===== src/rtl/pelco_command_frame_builder_defines.svh =====
// ---------------------------------------------------------------------------
// pelco command frame builder assertion macros
// shared concurrent assertion forms, clocked on clock, reset is reset
// ---------------------------------------------------------------------------
`ifndef PELCO_COMMAND_FRAME_BUILDER_DEFINES_SVH
`define PELCO_COMMAND_FRAME_BUILDER_DEFINES_SVH

// checked only outside reset
`define PCFB_ASSERT(name, prop, msg) \
   name: assert property (@(posedge clock) disable iff (reset) (prop)) else $error(msg);

// checked at every edge, reset included
`define PCFB_ASSERT_ALWAYS(name, prop, msg) \
   name: assert property (@(posedge clock) (prop)) else $error(msg);

`endif


===== src/rtl/pelco_cfb_pkg.sv =====
// ---------------------------------------------------------------------------
// pelco command frame builder package
// register indexes, command codes, frame constants and shared types
// ---------------------------------------------------------------------------
package pelco_cfb_pkg;

   localparam int unsigned CSR_INDEX_W = 2;
   localparam int unsigned CSR_DATA_W  = 8;

   localparam logic [CSR_INDEX_W-1:0] REG_PROTOCOL_SELECT = 2'd0;
   localparam logic [CSR_INDEX_W-1:0] REG_DEVICE_ADDRESS  = 2'd1;
   localparam logic [CSR_INDEX_W-1:0] REG_PAN_SPEED       = 2'd2;
   localparam logic [CSR_INDEX_W-1:0] REG_TILT_SPEED      = 2'd3;

   // input command codes
   localparam logic [3:0] CMD_STOP         = 4'd0;
   localparam logic [3:0] CMD_LEFT         = 4'd1;
   localparam logic [3:0] CMD_RIGHT        = 4'd2;
   localparam logic [3:0] CMD_UP           = 4'd3;
   localparam logic [3:0] CMD_DOWN         = 4'd4;
   localparam logic [3:0] CMD_LEFT_UP      = 4'd5;
   localparam logic [3:0] CMD_LEFT_DOWN    = 4'd6;
   localparam logic [3:0] CMD_RIGHT_UP     = 4'd7;
   localparam logic [3:0] CMD_RIGHT_DOWN   = 4'd8;
   localparam logic [3:0] CMD_ZOOM_IN      = 4'd9;
   localparam logic [3:0] CMD_ZOOM_OUT     = 4'd10;
   localparam logic [3:0] CMD_PRESET_SET   = 4'd11;
   localparam logic [3:0] CMD_PRESET_CLEAR = 4'd12;
   localparam logic [3:0] CMD_PRESET_GOTO  = 4'd13;

   // command words on the wire
   localparam logic [15:0] WIRE_LEFT         = 16'h0004;
   localparam logic [15:0] WIRE_RIGHT        = 16'h0002;
   localparam logic [15:0] WIRE_UP           = 16'h0008;
   localparam logic [15:0] WIRE_DOWN         = 16'h0010;
   localparam logic [15:0] WIRE_ZOOM_IN      = 16'h0020;
   localparam logic [15:0] WIRE_ZOOM_OUT     = 16'h0040;
   localparam logic [15:0] WIRE_PRESET_SET   = 16'h0003;
   localparam logic [15:0] WIRE_PRESET_CLEAR = 16'h0005;
   localparam logic [15:0] WIRE_PRESET_GOTO  = 16'h0007;

   localparam logic [7:0] SYNC_D = 8'hFF;
   localparam logic [7:0] STX_P  = 8'hA0;
   localparam logic [7:0] ETX_P  = 8'hAF;

   // byte positions within a frame
   localparam logic [2:0] POS_HEADER  = 3'd0;
   localparam logic [2:0] POS_ADDRESS = 3'd1;
   localparam logic [2:0] POS_CMD1    = 3'd2;
   localparam logic [2:0] POS_CMD2    = 3'd3;
   localparam logic [2:0] POS_DATA1   = 3'd4;
   localparam logic [2:0] POS_DATA2   = 3'd5;
   localparam logic [2:0] POS_TRAILER = 3'd6;
   localparam logic [2:0] POS_CHECK_P = 3'd7;

   typedef struct packed {
      logic       pelco_p;
      logic [7:0] address;
      logic [5:0] pan;
      logic [5:0] tilt;
   } cfg_type;

   typedef struct packed {
      logic       pelco_p;
      logic [7:0] header;
      logic [7:0] address;
      logic [7:0] cmd1;
      logic [7:0] cmd2;
      logic [7:0] data1;
      logic [7:0] data2;
      logic [7:0] check;
   } frame_type;

   typedef struct packed {
      logic      known;
      frame_type frame;
   } enc_type;

endpackage


===== src/rtl/pelco_cfb_csr.sv =====
// ---------------------------------------------------------------------------
// pelco cfb configuration registers
// protocol select, device address, pan and tilt speed
// ---------------------------------------------------------------------------
module pelco_cfb_csr (
   input  logic                                 clock,
   input  logic                                 reset,
   input  logic                                 csr_write_enable,
   input  logic [pelco_cfb_pkg::CSR_INDEX_W-1:0] csr_index,
   input  logic [pelco_cfb_pkg::CSR_DATA_W-1:0]  csr_write_data,
   output pelco_cfb_pkg::cfg_type               cfg
);

   pelco_cfb_pkg::cfg_type cfg_ff, cfg_in;

   always_comb begin
      cfg_in = cfg_ff;
      if (csr_write_enable) begin
         case (csr_index)
            pelco_cfb_pkg::REG_PROTOCOL_SELECT: cfg_in.pelco_p = csr_write_data[0];
            pelco_cfb_pkg::REG_DEVICE_ADDRESS:  cfg_in.address = csr_write_data;
            pelco_cfb_pkg::REG_PAN_SPEED:       cfg_in.pan     = csr_write_data[5:0];
            pelco_cfb_pkg::REG_TILT_SPEED:      cfg_in.tilt    = csr_write_data[5:0];
            default: cfg_in = cfg_ff;
         endcase
      end
   end

   always_ff @(posedge clock) begin
      if (reset) begin
         cfg_ff.pelco_p <= 1'b0;
         cfg_ff.address <= 8'd1;
         cfg_ff.pan     <= 6'd31;
         cfg_ff.tilt    <= 6'd31;
      end else begin
         cfg_ff <= cfg_in;
      end
   end

   assign cfg = cfg_ff;

endmodule


===== src/rtl/pelco_cfb_encode.sv =====
// ---------------------------------------------------------------------------
// pelco cfb command encoder
// maps one command to the six frame fields and the check byte
// ---------------------------------------------------------------------------
module pelco_cfb_encode (
   input  pelco_cfb_pkg::cfg_type cfg,
   input  logic [3:0]             command,
   input  logic [7:0]             preset_number,
   output pelco_cfb_pkg::enc_type enc
);

   logic [15:0] code;
   logic [7:0]  d1, d2, pan, tilt, hdr;
   logic        known;

   assign pan  = {2'b00, cfg.pan};
   assign tilt = {2'b00, cfg.tilt};

   always_comb begin
      code  = 16'd0;
      d1    = 8'd0;
      d2    = 8'd0;
      known = 1'b1;
      case (command)
         pelco_cfb_pkg::CMD_STOP: code = 16'd0;
         pelco_cfb_pkg::CMD_LEFT: begin
            code = pelco_cfb_pkg::WIRE_LEFT;  d1 = pan;
         end
         pelco_cfb_pkg::CMD_RIGHT: begin
            code = pelco_cfb_pkg::WIRE_RIGHT; d1 = pan;
         end
         pelco_cfb_pkg::CMD_UP: begin
            code = pelco_cfb_pkg::WIRE_UP;    d2 = tilt;
         end
         pelco_cfb_pkg::CMD_DOWN: begin
            code = pelco_cfb_pkg::WIRE_DOWN;  d2 = tilt;
         end
         pelco_cfb_pkg::CMD_LEFT_UP: begin
            code = pelco_cfb_pkg::WIRE_LEFT | pelco_cfb_pkg::WIRE_UP;
            d1 = pan; d2 = tilt;
         end
         pelco_cfb_pkg::CMD_LEFT_DOWN: begin
            code = pelco_cfb_pkg::WIRE_LEFT | pelco_cfb_pkg::WIRE_DOWN;
            d1 = pan; d2 = tilt;
         end
         pelco_cfb_pkg::CMD_RIGHT_UP: begin
            code = pelco_cfb_pkg::WIRE_RIGHT | pelco_cfb_pkg::WIRE_UP;
            d1 = pan; d2 = tilt;
         end
         pelco_cfb_pkg::CMD_RIGHT_DOWN: begin
            code = pelco_cfb_pkg::WIRE_RIGHT | pelco_cfb_pkg::WIRE_DOWN;
            d1 = pan; d2 = tilt;
         end
         pelco_cfb_pkg::CMD_ZOOM_IN:  code = pelco_cfb_pkg::WIRE_ZOOM_IN;
         pelco_cfb_pkg::CMD_ZOOM_OUT: code = pelco_cfb_pkg::WIRE_ZOOM_OUT;
         pelco_cfb_pkg::CMD_PRESET_SET: begin
            code = pelco_cfb_pkg::WIRE_PRESET_SET;   d2 = preset_number;
         end
         pelco_cfb_pkg::CMD_PRESET_CLEAR: begin
            code = pelco_cfb_pkg::WIRE_PRESET_CLEAR; d2 = preset_number;
         end
         pelco_cfb_pkg::CMD_PRESET_GOTO: begin
            code = pelco_cfb_pkg::WIRE_PRESET_GOTO;  d2 = preset_number;
         end
         default: known = 1'b0;
      endcase
   end

   assign hdr = cfg.pelco_p ? pelco_cfb_pkg::STX_P : pelco_cfb_pkg::SYNC_D;

   always_comb begin
      enc.known         = known;
      enc.frame.pelco_p = cfg.pelco_p;
      enc.frame.header  = hdr;
      enc.frame.address = cfg.address;
      enc.frame.cmd1    = code[15:8];
      enc.frame.cmd2    = code[7:0];
      enc.frame.data1   = d1;
      enc.frame.data2   = d2;
      // pelco-p: xor over header..data2, pelco-d: sum over address..data2
      if (cfg.pelco_p) begin
         enc.frame.check = hdr ^ cfg.address ^ code[15:8] ^ code[7:0] ^ d1 ^ d2;
      end else begin
         enc.frame.check = 8'(cfg.address + code[15:8] + code[7:0] + d1 + d2);
      end
   end

endmodule


===== src/rtl/pelco_cfb_serializer.sv =====
// ---------------------------------------------------------------------------
// pelco cfb frame serializer
// holds one encoded frame and sends it one byte per transfer
// ---------------------------------------------------------------------------
`include "pelco_command_frame_builder_defines.svh"

module pelco_cfb_serializer (
   input  logic                     clock,
   input  logic                     reset,
   input  logic                     frame_valid,
   input  pelco_cfb_pkg::frame_type frame,
   output logic                     frame_ready,
   output logic                     rsp_valid,
   input  logic                     rsp_ready,
   output logic [7:0]               rsp_frame_byte,
   output logic                     rsp_last_byte
);

   pelco_cfb_pkg::frame_type frame_ff, frame_in;
   logic       busy_ff, busy_in;
   logic [2:0] idx_ff, idx_in;
   logic       rsp_valid_ff, rsp_valid_in;
   logic [7:0] byte_ff, byte_in;
   logic       last_ff, last_in;

   logic       out_free, step, final_step, load;
   logic [2:0] last_idx;

   assign out_free   = !rsp_valid_ff || rsp_ready;
   assign last_idx   = frame_ff.pelco_p ? pelco_cfb_pkg::POS_CHECK_P
                                        : pelco_cfb_pkg::POS_TRAILER;
   assign step       = busy_ff && out_free;
   assign final_step = step && (idx_ff == last_idx);
   // the next frame loads in the cycle the current one sends its last byte
   assign frame_ready = !busy_ff || final_step;
   assign load        = frame_valid && frame_ready;

   always_comb begin
      frame_in = load ? frame : frame_ff;
      if (load) begin
         busy_in = 1'b1;
         idx_in  = pelco_cfb_pkg::POS_HEADER;
      end else begin
         busy_in = final_step ? 1'b0 : busy_ff;
         idx_in  = step ? 3'(idx_ff + 3'd1) : idx_ff;
      end
   end

   always_comb begin
      case (idx_ff)
         pelco_cfb_pkg::POS_HEADER:  byte_in = frame_ff.header;
         pelco_cfb_pkg::POS_ADDRESS: byte_in = frame_ff.address;
         pelco_cfb_pkg::POS_CMD1:    byte_in = frame_ff.cmd1;
         pelco_cfb_pkg::POS_CMD2:    byte_in = frame_ff.cmd2;
         pelco_cfb_pkg::POS_DATA1:   byte_in = frame_ff.data1;
         pelco_cfb_pkg::POS_DATA2:   byte_in = frame_ff.data2;
         pelco_cfb_pkg::POS_TRAILER:
            byte_in = frame_ff.pelco_p ? pelco_cfb_pkg::ETX_P : frame_ff.check;
         pelco_cfb_pkg::POS_CHECK_P: byte_in = frame_ff.check;
         default:                    byte_in = frame_ff.check;
      endcase
      last_in      = (idx_ff == last_idx);
      rsp_valid_in = step ? 1'b1 : (rsp_ready ? 1'b0 : rsp_valid_ff);
   end

   always_ff @(posedge clock) begin
      if (reset) begin
         busy_ff      <= 1'b0;
         idx_ff       <= pelco_cfb_pkg::POS_HEADER;
         rsp_valid_ff <= 1'b0;
      end else begin
         busy_ff      <= busy_in;
         idx_ff       <= idx_in;
         rsp_valid_ff <= rsp_valid_in;
      end
   end

   always_ff @(posedge clock) begin
      frame_ff <= frame_in;
      if (step) begin
         byte_ff <= byte_in;
         last_ff <= last_in;
      end
   end

   assign rsp_valid      = rsp_valid_ff;
   assign rsp_frame_byte = byte_ff;
   assign rsp_last_byte  = last_ff;

   `PCFB_ASSERT(a_idx_in_frame, busy_ff |-> (idx_ff <= last_idx), "byte index past end of frame")
   `PCFB_ASSERT(a_final_frees, final_step && !frame_valid |=> !busy_ff, "frame not released after last byte")
   `PCFB_ASSERT(a_load_restarts, load |=> (busy_ff && idx_ff == pelco_cfb_pkg::POS_HEADER), "new frame did not start at header")
   `PCFB_ASSERT_ALWAYS(a_idle_after_reset, reset |=> (!busy_ff && !rsp_valid_ff), "serializer busy after reset")

endmodule


===== src/rtl/pelco_command_frame_builder.sv =====
// ---------------------------------------------------------------------------
// pelco command frame builder
// camera command in, pelco-d or pelco-p serial frame out, one byte per transfer
// ---------------------------------------------------------------------------
// usage:
//   req_* takes one command and preset number per transfer; rsp_* returns
//   the frame bytes in wire order, rsp_last_byte marking the check byte.
//   csr_* writes protocol select, device address, pan and tilt speed; write
//   only while no frame is pending.
//   a command is registered, encoded into a frame register, then sent from
//   the output register, one byte per cycle while rsp_ready is high.
//   frame throughput is set by the output byte rate. the next request is
//   taken while a frame is being sent, and its frame loads in the cycle the
//   current last byte goes out.
//   unknown commands are dropped from the input register and produce no bytes.
//   when rsp_ready is low the output byte holds and requests back up after
//   one held command.
//   reset clears all valid flags and restores register defaults (pelco-d,
//   address 1, speeds 31).
// ---------------------------------------------------------------------------
module pelco_command_frame_builder (
   input  logic                                  clock,
   input  logic                                  reset,
   input  logic                                  req_valid,
   output logic                                  req_ready,
   input  logic [3:0]                            req_command,
   input  logic [7:0]                            req_preset_number,
   output logic                                  rsp_valid,
   input  logic                                  rsp_ready,
   output logic [7:0]                            rsp_frame_byte,
   output logic                                  rsp_last_byte,
   input  logic                                  csr_write_enable,
   input  logic [pelco_cfb_pkg::CSR_INDEX_W-1:0] csr_index,
   input  logic [pelco_cfb_pkg::CSR_DATA_W-1:0]  csr_write_data
);

   pelco_cfb_pkg::cfg_type cfg;
   pelco_cfb_pkg::enc_type enc;

   logic       in_valid_ff, in_valid_in;
   logic [3:0] command_ff;
   logic [7:0] preset_ff;
   logic       frame_ready, frame_valid, in_pop, req_xfer;

   pelco_cfb_csr u_csr (
      .clock            (clock),
      .reset            (reset),
      .csr_write_enable (csr_write_enable),
      .csr_index        (csr_index),
      .csr_write_data   (csr_write_data),
      .cfg              (cfg)
   );

   pelco_cfb_encode u_encode (
      .cfg           (cfg),
      .command       (command_ff),
      .preset_number (preset_ff),
      .enc           (enc)
   );

   // unknown commands leave the input register without reaching the serializer
   assign frame_valid = in_valid_ff && enc.known;
   assign in_pop      = in_valid_ff && (!enc.known || frame_ready);
   assign req_ready   = !in_valid_ff || in_pop;
   assign req_xfer    = req_valid && req_ready;
   assign in_valid_in = req_xfer ? 1'b1 : (in_pop ? 1'b0 : in_valid_ff);

   always_ff @(posedge clock) begin
      if (reset) begin
         in_valid_ff <= 1'b0;
      end else begin
         in_valid_ff <= in_valid_in;
      end
   end

   always_ff @(posedge clock) begin
      if (req_xfer) begin
         command_ff <= req_command;
         preset_ff  <= req_preset_number;
      end
   end

   pelco_cfb_serializer u_serializer (
      .clock          (clock),
      .reset          (reset),
      .frame_valid    (frame_valid),
      .frame          (enc.frame),
      .frame_ready    (frame_ready),
      .rsp_valid      (rsp_valid),
      .rsp_ready      (rsp_ready),
      .rsp_frame_byte (rsp_frame_byte),
      .rsp_last_byte  (rsp_last_byte)
   );

endmodule

===== config.mk =====
export PLATFORM = sky130hd
export DESIGN_NAME = pelco_command_frame_builder
export DESIGN_NICKNAME = d
export VERILOG_FILES = /design/src/rtl/pelco_cfb_pkg.sv /design/src/rtl/pelco_cfb_csr.sv /design/src/rtl/pelco_cfb_encode.sv /design/src/rtl/pelco_cfb_serializer.sv /design/src/rtl/pelco_command_frame_builder.sv
export VERILOG_INCLUDE_DIRS = /design/src /design/src/rtl
export SDC_FILE = /design/constraint.sdc
export NUM_CORES = 1
export LEC_CHECK = 0
export BUFFER_PORTS_ARGS = -buffer_cell sky130_fd_sc_hd__buf_2
export CELL_PAD_IN_SITES_DETAIL_PLACEMENT = 1
export CELL_PAD_IN_SITES_GLOBAL_PLACEMENT = 2
export CORE_MARGIN = 8
export CORE_UTILIZATION = 46
export CTS_CLUSTER_SIZE = 12
export DETAILED_ROUTE_END_ITERATION = 16
export PLACE_DENSITY_LB_ADDON = 0.1
export SLEW_MARGIN = 40
export SYNTH_ARGS = -nofsm -noshare
export SYNTH_HDL_FRONTEND = slang
export SYNTH_HIERARCHICAL = 1
export SYNTH_SLANG_ARGS = --single-unit

===== constraint.sdc =====
create_clock -name clock -period 8.8 [get_ports clock]
set_input_delay 1.32 -clock clock [delete_from_list [all_inputs] [get_ports clock]]
set_output_delay 1.32 -clock clock [all_outputs]
set_load 0.005 [all_outputs]

# Word-level counts from Yosys, hierarchy flattened
# Index checks and enable logic that the tools add are counted.
# Widths: inputs -> output; s select.
dict set report totals {
  in_bits 27
  ram_bits 0
  ff_bits 105
  latchBits 0
  elab_cells 98
  mem_count 0
  rom_bits 0
}
dict set report classes {
  multipliers 0
  bitwise_logic 5
  shift 0
  muxes 15
  reduce_logical 29
  eq_ne 24
  div 0
  order_cmp 0
  addsub 5
}
# operator n
set op_table {}
lappend op_table {{$pmux 7 s13} 1}
lappend op_table {{$pmux 8 s8} 1}
lappend op_table {{$eq 4x4->1 const B} 6}
lappend op_table {{$eq 4x3->1 const B} 4}
lappend op_table {{$mux 8} 2}
lappend op_table {{$pmux 8 s2} 1}
lappend op_table {{$xor 8x8->8} 2}
lappend op_table {{$reduce_or 14->1} 1}
lappend op_table {{$eq 3x3->1 const B} 4}
lappend op_table {{$reduce_or 6->1} 2}
lappend op_table {{$add 8x1->8 const B} 1}
lappend op_table {{$add 8x6->8} 1}
lappend op_table {{$add 8x7->8} 1}
lappend op_table {{$add 8x8->8} 1}
lappend op_table {{$eq 4x2->1 const B} 2}
lappend op_table {{$mux 1} 8}
lappend op_table {{$reduce_and 2->1} 4}
lappend op_table {{$xor 8x1->8 const B} 1}
lappend op_table {{$xor 8x6->8} 1}
lappend op_table {{$xor 8x7->8} 1}
lappend op_table {{$mux 7} 1}
lappend op_table {{$eq 3x2->1 const B} 2}
lappend op_table {{$logic_and 1x1->1} 6}
lappend op_table {{$mux 6} 1}
lappend op_table {{14 further kinds} 23}

# Depth between registers and ports, before layout
# Gate-level depths: netlist of run 1.
dict set report logic_depth {
  word_depth 10
  mapped_depth 16
}

# Modules after synthesis
# The synthesis of run 1 kept the hierarchy.
# mod area_each_um2 cells_per_inst instances seq_area_each_um2
set by_module_without_submodules {}
lappend by_module_without_submodules {pelco_cfb_serializer 2777.7 158 1 2082.0}
lappend by_module_without_submodules {pelco_cfb_encode 1629.1 213 1 0.0}
lappend by_module_without_submodules {pelco_cfb_csr 882.1 86 1 420.4}
lappend by_module_without_submodules {pelco_command_frame_builder 429.2 18 1 380.4}

# Worst setup path before layout of run 1
# Ideal clock, no wire load.
dict set report synth_path {
  kind {flip-flop to flip-flop}
  from {register command_ff[0]}
  to {register u_serializer/frame_ff[7] (netlist bit) (data pin)}
  period_less_slack_ps 3922
  setup_ps 263
  t_arrival_ps 3659
  stages_incl_launch_ff 15
  setup_slack_ps 4878
  required_ps 8537
  path_cell_list {edfxtp_1 buf_6 or4b_4 o31ai_4 nand2_1 fa_1 fa_1 inv_1 ha_1 fa_1 a21o_1 a21oi_1 nand4b_1 nand3_1 xor2_1}
}
# item line
set synth_rtl {}
lappend synth_rtl {{from (decl)} pelco_command_frame_builder.sv:41} ;# logic [3:0] command_ff;
lappend synth_rtl {{from (signal assigned)} pelco_command_frame_builder.sv:78} ;# command_ff <= req_command;
lappend synth_rtl {{to (signal assigned)} pelco_cfb_serializer.sv:79} ;# frame_ff <= frame_in;
lappend synth_rtl {{to (decl)} pelco_cfb_serializer.sv:19} ;# pelco_cfb_pkg::frame_type frame_ff, frame_in;

==> results of run 1 <==
==> cell type report <==
class	count	share of cell area
repair buffers	39	0.0329
clock inverters	7	0.00883
well taps	168	0.0345
inverters	46	0.0283
flip-flops and latches	105	0.473
multi-input cells	285	0.385
clock buffers	9	0.0370
==> report_power, final <==
group / switching [mW] / leakage [nW] / internal, mW / total, mW
Clock: 0.189 / 0.136 / 0.195 / 0.385
Sequential: 0.0179 / 0.938 / 0.572 / 0.590
Combinational: 0.121 / 1.32 / 0.0939 / 0.215
Total: 0.328 / 2.39 / 0.861 / 1.19
==> final timing paths <==
kind	start	endpoint	slack [ns]	depth (start not counted)
worst max-delay path	command_ff[3]	u_serializer/frame_ff[7]	4.33	13
worst min-delay path	u_csr/cfg[11]	u_csr/cfg[11]	0.49	2
worst max register to register	command_ff[3]	u_serializer/frame_ff[7]	4.33	13
worst min register to register	u_csr/cfg[11]	u_csr/cfg[11]	0.49	2
==> metrics by stage <==
step	utilization	hold slack [ns]	area, um2
global placement	0.482	0.470	5810
floorplan	-	0.449	5760
finish	0.505	0.491	6090
CTS	0.505	0.495	6090
global route	0.505	0.517	6090
detailed placement	0.482	0.476	5810
==> tightest hold or removal path, stage by stage (launching register included) <==
cell      delay (ns)
dfxtp_1         0.31
nand2b_1        0.07
mux2i_1         0.06
==> cells in the final DEF, fill, tap and decap left out, types with 12 or more instances in the layout <==
master and n:
edfxtp_1 78, conb_1 13, nand2b_1 23, fa_1 13
mux2i_1 21, nor2_1 27, dfxtp_1 27, ha_1 14
inv_1 45, nand2_1 12, buf_2 37
==> registers in the layout, indices dropped and copies added (netlist names) <==
register / count
command_ff: 4
in_valid_ff: 1
preset_ff: 8
u_csr/cfg: 21
u_serializer/busy_ff: 1
u_serializer/frame_ff: 57
u_serializer/idx_ff: 3
u_serializer/rsp_frame_byte: 8
u_serializer/rsp_last_byte: 1
u_serializer/rsp_valid: 1
==> routing by layer <==
| layer | routed length (um) | track usage |
|---|---|---|
| met1 | 5570 | 0.192 |
| met2 | 6170 | 0.280 |
| met3 | 417 | 0.0266 |
| met4 | 242 | 0.0686 |
| met5 | 0 | 0 |
==> cell families (layout without fill, tap and decap cells) <==
family                   Yosys count  after routing  synth area share
XOR/XNOR                          19             19            0.0363
other                              2             13           0.00131
AND/OR/NAND/NOR                  119            119             0.130
flip-flops                       105            105             0.504
adder cells (fa/ha/maj)           27             27            0.0761
multiplexers                      22             22            0.0394
AO/OA/AOI/OAI                     85             85             0.120
buffers and inverters             96            101            0.0928
==> impl_metrics.env, run 1 <==
export IMPL_root_buffer="clkbuf_16"
export IMPL_clock_sinks=105
export IMPL_worst_path_top_cell_family_by_delay="adder cells"
export IMPL_holdBufCountCts=0
export IMPL_crit_required_ns=8.89
export IMPL_grt_pass1_wl_mm=19.8
export IMPL_multi_input_area_mm2=0.00235
export IMPL_period_share=0.508
export IMPL_antenna_found_initial=0
export IMPL_synth_edf_count=78
export IMPL_layout_filler_cells=1271
export IMPL_critical_path_max_stage_delay_ns=0.77
export IMPL_critical_path_maximum_fanout=19
export IMPL_start_util=0.474
export IMPL_result_of_the_run="finished, final reports clean"
export IMPL_hold_class="reg -> reg"
export IMPL_pin_count_of_the_biggest_net_entering_global_routing=58
export IMPL_worstPathArrival_ns=4.56
export IMPL_post_place_ws_ns=4.36
export IMPL_maxcap_viol_count=0
export IMPL_die_height_um=127
export IMPL_cpMostUsedCell="fa_1"
export IMPL_netlist_top_cells_area="edfxtp_1, dfxtp_1, fa_1"
export IMPL_grt_pass1_vias=3704
export IMPL_yosys_warnings=6
export IMPL_setup_ws_ns=4.33
export IMPL_regArea_mm2=0.00288
export IMPL_crit_chain="or4b_4 > o31ai_4 > nand2_1 > fa_1 > fa_1 > inv_1 > ha_1 > fa_1 > a21o_1 > a21oi_1 > nand4b_1 > nand3_1 > xor2_1"
export IMPL_clock_tree_htree_level_count=3
export IMPL_timing_final_max_slew_violations=0
export IMPL_port_buffers=37
export IMPL_top_cell_type_by_total_area_after_synthesis="edfxtp_1"
export IMPL_crit_path_end_kind="register"
export IMPL_postSynthRegisterBits=105
export IMPL_dr_total_vias=3457
export IMPL_tightest_slew_ns=0.809
export IMPL_max_vdd_ir_drop_mv=0.0942
export IMPL_final_setup_skew_ns=0.00357
export IMPL_post_route_min_period_ns=4.47
export IMPL_post_synth_instance_area_mm2=0.00572
export IMPL_power_density_mw_per_mm2=195
export IMPL_report_power_total_mw=1.19
export IMPL_top_cells_by_count_synth="edfxtp_1, inv_1, buf_4"
export IMPL_nets=540
export IMPL_drt_pre_antenna_iters=4
export IMPL_cts_setup_buffers=0
export IMPL_finalHoldViolations=0
export IMPL_core_mm2=0.0121
export IMPL_syn_instance_count=475
export IMPL_floorplan_die_width_um=127
export IMPL_finalSetupViolations=0
export IMPL_synth_area_per_cell_um2=12.0
export IMPL_gp_congestion=0.838
export IMPL_power_leakage_nw=2.39
export IMPL_grt_total_ovfl=0
export IMPL_syn_to_final_growth_pct=6.54
export IMPL_placedCellCount=643
export IMPL_vias_per_cell=5.25
export IMPL_postSynth_asyncResetShare=0
export IMPL_worst_setup_path_start_kind="register"
export IMPL_synth_flop_cell="edfxtp_1"
export IMPL_criticalPathCategory="reg -> reg"
export IMPL_yosys_top_cell_area_share=0.410
export IMPL_post_cts_resize_count=0
export IMPL_achievable_frequency_mhz=224
export IMPL_synth_distinct_cells=67
export IMPL_finish_cell_count_without_fillers=659
export IMPL_cts_buffers=9
export IMPL_diodes=0
export IMPL_post_synth_top_count_cell="edfxtp_1"
export IMPL_grt_setup_unrepaired="no"
export IMPL_io_pins=38
export IMPL_slew_headroom=0.459
export IMPL_wl_per_cell_um=18.8
export IMPL_routed_wirelength_mm=12.4
export IMPL_track_usage=0.161
export IMPL_post_route_drc_count=0
export IMPL_clk_transition_reported_paths_ns=0.07
export IMPL_drt_first_iter_violations=281
export IMPL_row_count=40
export IMPL_synth_seq_area_share=0.504
export IMPL_worstPathBufferInverterCount=1
export IMPL_fin_tns_setup_ns=0
export IMPL_clk_path_buf_depth=2
export IMPL_cts_tree="done"
export IMPL_critPathSlowestCell="edfxtp_1"
export IMPL_fp_dieArea_mm2=0.0163
export IMPL_post_dp_hpwl_mm=9.20
export IMPL_worst_skew_pair_late_latency_ns=0.35
export IMPL_drtAntennaViolNets=0
export IMPL_post_route_cells_drive_above_1_share=0.165
No activity file was read; power rests on OpenSTA's default activity.
==> inputs of run 2 (changes only) <==
--- a/config.mk
+++ b/config.mk
@@ -10,7 +10,7 @@
 export CELL_PAD_IN_SITES_DETAIL_PLACEMENT = 1
 export CELL_PAD_IN_SITES_GLOBAL_PLACEMENT = 2
 export CORE_MARGIN = 8
-export CORE_UTILIZATION = 46
+export CORE_UTILIZATION = 38
 export CTS_CLUSTER_SIZE = 12
 export DETAILED_ROUTE_END_ITERATION = 16
 export PLACE_DENSITY_LB_ADDON = 0.1
==> constraint.sdc (replaced) <==
create_clock -name clock -period 3.7 [get_ports clock]
set_input_delay 0.555 -clock clock [delete_from_list [all_inputs] [get_ports clock]]
set_output_delay 0.555 -clock clock [all_outputs]
set_load 0.005 [all_outputs]
==> impl_metrics.env, run 2 (synthesis results as in run 1) <==
export IMPL_result_of_the_run="finished, final reports clean"
export IMPL_grt_total_ovfl=0
export IMPL_diodes=0
export IMPL_port_buffers=37
export IMPL_finalSetupViolations=0
export IMPL_holdPathStages=1
export IMPL_setup_worst_path_start="command_ff[2]"
export IMPL_worstPathArrival_ns=3.78
export IMPL_power_leakage_nw=2.53
export IMPL_period_share=0.994
export IMPL_hold_class="in -> reg"
export IMPL_die_height_um=139
export IMPL_worst_skew_pair_late_latency_ns=0.35
export IMPL_core_mm2=0.0150
export IMPL_start_util=0.382
export IMPL_clock_sinks=105
export IMPL_fin_util=0.427
export IMPL_routed_wirelength_mm=12.9
export IMPL_grt_pass1_vias=3847
export IMPL_rr_worst_depth=13
export IMPL_antenna_found_initial=0
export IMPL_pin_count_of_the_biggest_net_entering_global_routing=41
export IMPL_tightest_slew_ns=0.709
export IMPL_syn_to_final_growth_pct=11.8
export IMPL_final_setup_skew_ns=0.00748
export IMPL_drtAntennaViolNets=0
export IMPL_drt_first_iter_violations=219
export IMPL_report_power_total_mw=3.00
export IMPL_cts_tree="done"
export IMPL_cts_buffers=9
export IMPL_finalHoldViolations=0
export IMPL_holdBufCountCts=0
export IMPL_worstReg2RegStart="command_ff[2]"
export IMPL_max_vdd_ir_drop_mv=0.250
export IMPL_worst_setup_path_start_kind="register"
export IMPL_dr_total_vias=3514
export IMPL_post_dp_cell_area_mm2=0.00601
export IMPL_slew_headroom=0.527
export IMPL_post_route_min_period_ns=3.68
export IMPL_maxcap_viol_count=0
export IMPL_drt_pre_antenna_iters=5
export IMPL_track_usage=0.140
export IMPL_post_place_ws_ns=-0.115
export IMPL_largest_register_ff_count=57
export IMPL_fp_dieArea_mm2=0.0192
export IMPL_regMostFlops="u_serializer/frame_ff"
export IMPL_vias_per_cell=4.99
export IMPL_nets=565
export IMPL_crit_required_ns=3.80
export IMPL_row_count=45
export IMPL_post_dp_hpwl_mm=9.87
export IMPL_timing_final_max_slew_violations=0
export IMPL_grt_pass1_wl_mm=21.2
export IMPL_worst_hold_startpoint="req_preset_number[3]"
export IMPL_critical_path_maximum_fanout=3
export IMPL_gp_congestion=0.806
export IMPL_crit_path_end_kind="register"
export IMPL_setup_ws_ns=0.0226
export IMPL_clk_path_buf_depth=2
export IMPL_final_cell_mix="edfxtp_1, inv_1, buf_2"
export IMPL_post_route_drc_count=0
export IMPL_grt_setup_unrepaired="yes"
export IMPL_io_pins=38
export IMPL_layout_cells_most_common="edfxtp_1"
export IMPL_post_route_cells_drive_above_1_share=0.227
export IMPL_layout_filler_cells=1594
export IMPL_floorplan_die_width_um=139
export IMPL_achievable_frequency_mhz=272
export IMPL_post_route_cell_area_mm2=0.00639
export IMPL_clock_tree_htree_level_count=3
export IMPL_root_buffer="clkbuf_16"
export IMPL_wl_per_cell_um=18.4
export IMPL_power_density_mw_per_mm2=469
export IMPL_criticalPathCategory="reg -> reg"
export IMPL_clk_transition_reported_paths_ns=0.08
==> run 2: repair_timing <==
item,4_1_cts,5_1_grt
setup buffers,2,1
resized for setup,3,7
hold endpoints to repair,0,0
setup endpoints to repair,2,4
pin swaps,7,3
==> run 2: final timing paths <==
path         slack [ns]                   endpoint
max                0.02   u_serializer/frame_ff[7]
min                0.37               preset_ff[3]
max reg2reg        0.02   u_serializer/frame_ff[7]
min reg2reg        0.49  u_serializer/frame_ff[46]
==> run 2: critical path, cell delays in order (launching register included) <==
cell      delay (ns)
edfxtp_1        0.41
or4b_4          0.56
o31ai_4         0.11
nand2_2         0.12
fa_1            0.48
fa_1            0.49
inv_1           0.04
ha_2            0.17
fa_2            0.34
a21o_1          0.17
a21oi_2         0.17
nand4b_1        0.13
nand3_1         0.08
xor2_1          0.15
==> run 2: per-layer routing <==
layer / wire length, um / share of wire / GRT usage
met4: 150 / 0.012 / 0.0468
met3: 386 / 0.030 / 0.0262
met2: 6370 / 0.49 / 0.238
met5: 0 / 0 / 0
met1: 6010 / 0.47 / 0.177
==> run 2: stage by stage <==
| step | setup TNS, ns | hold WS, ns | std cells |
|---|---|---|---|
| 3_3_place_gp | -0.0436 | 0.459 | 685 |
| 5_1_grt | -0.234 | 0.354 | 704 |
| 4_1_cts | 0 | 0.358 | 703 |
| 3_5_place_dp | -0.128 | 0.471 | 685 |
| 2_1_floorplan | -0.0835 | 0.449 | 486 |
| 6_report | 0 | 0.374 | 704 |
==> run 2: final cells by class <==
type                    count  area [um2]  share of cell area
flip-flops and latches    105        2880               0.451
multi-input cells         285        2380               0.373
repair buffers             64         403              0.0630
well taps                 188         235              0.0368
clock buffers               9         225              0.0352
inverters                  46         173              0.0270
clock inverters             7        92.6              0.0145
==> run 2: power by group <==
group | internal (mW) | switching [mW]
Sequential | 1.36 | 0.0305
Clock | 0.545 | 0.474
Combinational | 0.266 | 0.320
==> inputs of run 3 (changes only) <==
--- a/config.mk
+++ b/config.mk
@@ -10,7 +10,7 @@
 export CELL_PAD_IN_SITES_DETAIL_PLACEMENT = 1
 export CELL_PAD_IN_SITES_GLOBAL_PLACEMENT = 2
 export CORE_MARGIN = 8
-export CORE_UTILIZATION = 38
+export CORE_UTILIZATION = 35
 export CTS_CLUSTER_SIZE = 12
 export DETAILED_ROUTE_END_ITERATION = 16
 export PLACE_DENSITY_LB_ADDON = 0.1
==> impl_metrics.env, run 3 (synthesis results as in run 1) <==
export IMPL_result_of_the_run="finished, final reports clean"
export IMPL_criticalPathCategory="reg -> reg"
export IMPL_cts_tree="done"
export IMPL_fin_tns_setup_ns=0
export IMPL_hold_class="in -> reg"
export IMPL_post_dp_hpwl_mm=9.96
export IMPL_row_count=46
export IMPL_root_buffer="clkbuf_16"
export IMPL_finish_cell_count_without_fillers=731
export IMPL_final_cell_mix="edfxtp_1, inv_1, buf_2"
export IMPL_post_route_drc_count=0
export IMPL_fp_dieArea_mm2=0.0207
export IMPL_critical_path_max_stage_delay_ns=0.58
export IMPL_fin_util=0.401
export IMPL_power_density_mw_per_mm2=453
export IMPL_floorplan_die_width_um=144
export IMPL_post_route_cells_drive_above_1_share=0.219
export IMPL_holdBufCountCts=0
export IMPL_power_leakage_nw=2.52
export IMPL_die_height_um=144
export IMPL_clk_transition_reported_paths_ns=0.08
export IMPL_routed_wirelength_mm=13.3
export IMPL_layout_cells_most_common="edfxtp_1"
export IMPL_slew_headroom=0.497
export IMPL_final_setup_skew_ns=0.00688
export IMPL_grt_pass1_vias=3688
export IMPL_critPathSlowestCell="or4b_4"
export IMPL_critical_path_maximum_fanout=3
export IMPL_io_pins=38
export IMPL_track_usage=0.136
export IMPL_drt_pre_antenna_iters=4
export IMPL_pin_count_of_the_biggest_net_entering_global_routing=41
export IMPL_tightest_slew_ns=0.752
export IMPL_clock_tree_htree_level_count=3
export IMPL_dr_total_vias=3540
export IMPL_crit_path_end_kind="register"
export IMPL_crit_required_ns=3.80
export IMPL_cpMostUsedCell="fa_1"
export IMPL_finalSetupViolations=0
export IMPL_clk_path_buf_depth=2
export IMPL_nets=564
export IMPL_port_buffers=37
export IMPL_drt_first_iter_violations=209
export IMPL_syn_to_final_growth_pct=11.9
export IMPL_max_vdd_ir_drop_mv=0.234
export IMPL_maxcap_viol_count=0
export IMPL_cts_buffers=9
export IMPL_grt_total_ovfl=0
export IMPL_worstPathBufferInverterCount=1
export IMPL_worst_skew_pair_late_latency_ns=0.35
export IMPL_vias_per_cell=4.84
export IMPL_report_power_total_mw=2.90
export IMPL_gp_congestion=0.758
export IMPL_hold_worst_slack_ns=0.379
export IMPL_worst_path_top_cell_family_by_delay="adder cells"
export IMPL_grt_setup_unrepaired="yes"
export IMPL_start_util=0.359
export IMPL_wl_per_cell_um=18.2
export IMPL_antenna_found_initial=0
export IMPL_post_route_min_period_ns=3.69
export IMPL_core_mm2=0.0159
export IMPL_achievable_frequency_mhz=271
export IMPL_largest_register_ff_count=57
export IMPL_placedCellCount=711
export IMPL_regMostFlops="u_serializer/frame_ff"
export IMPL_diodes=0
export IMPL_clock_sinks=105
export IMPL_finalHoldViolations=0
export IMPL_grt_pass1_wl_mm=20.8
export IMPL_worst_setup_path_start_kind="register"
export IMPL_crit_chain="or4b_4 > o31ai_4 > nand2_2 > fa_1 > fa_1 > inv_1 > ha_2 > fa_2 > a21o_1 > a21oi_2 > nand4b_1 > nand3_2 > xor2_1"
export IMPL_drtAntennaViolNets=0
export IMPL_timing_final_max_slew_violations=0
export IMPL_period_share=0.998
export IMPL_worstPathArrival_ns=3.79
## run 3: worst paths after layout
kind	start	to	slack [ns]	depth (start not counted)
worst max-delay path	command_ff[1]	u_serializer/frame_ff[7]	0.009	13
worst min-delay path	req_preset_number[4]	preset_ff[4]	0.38	1
worst max register to register	command_ff[1]	u_serializer/frame_ff[7]	0.009	13
worst min register to register	u_csr/cfg[11]	u_csr/cfg[11]	0.49	2
## run 3: area by class of cell
cell class	count	area, um2
flip-flops and latches	105	2880
fillers	1755	9550
clock inverters	7	61.3
clock buffers	9	225
repair buffers	63	408
inverters	46	173
multi-input cells	285	2380
well taps	216	270
## run 3: metal layers
layer / up-vias / wire, um / GRT usage
met1: 1743 / 6120 / 0.167
met4: 0 / 165 / 0.0481
met5: - / 0 / 0
li1: 1734 / - / -
met3: 10 / 434 / 0.0275
met2: 53 / 6580 / 0.231
## run 3: through the flow
| stage | area [um2] | worst slack [ns] |
|---|---|---|
| 6_report | 6400 | 0.00854 |
| 5_1_grt | 6400 | -0.167 |
| 4_1_cts | 6360 | -0.0630 |
| 3_5_place_dp | 6040 | -0.142 |
| 3_3_place_gp | 6040 | -0.0625 |
| 2_1_floorplan | 5770 | -0.0835 |
## run 3: report_power, final
part           total, mW  switching, mW  internal (mW)
logic              0.586          0.321          0.265
clock network      0.919          0.449          0.470
registers           1.39         0.0305           1.36
total               2.90          0.801           2.10
## run 3: repair_timing
action / CTS / global route
setup buffers: 2 / 2
gates resized for setup: 4 / 5
setup endpoints to repair: 3 / 4
pin swaps: 5 / 5
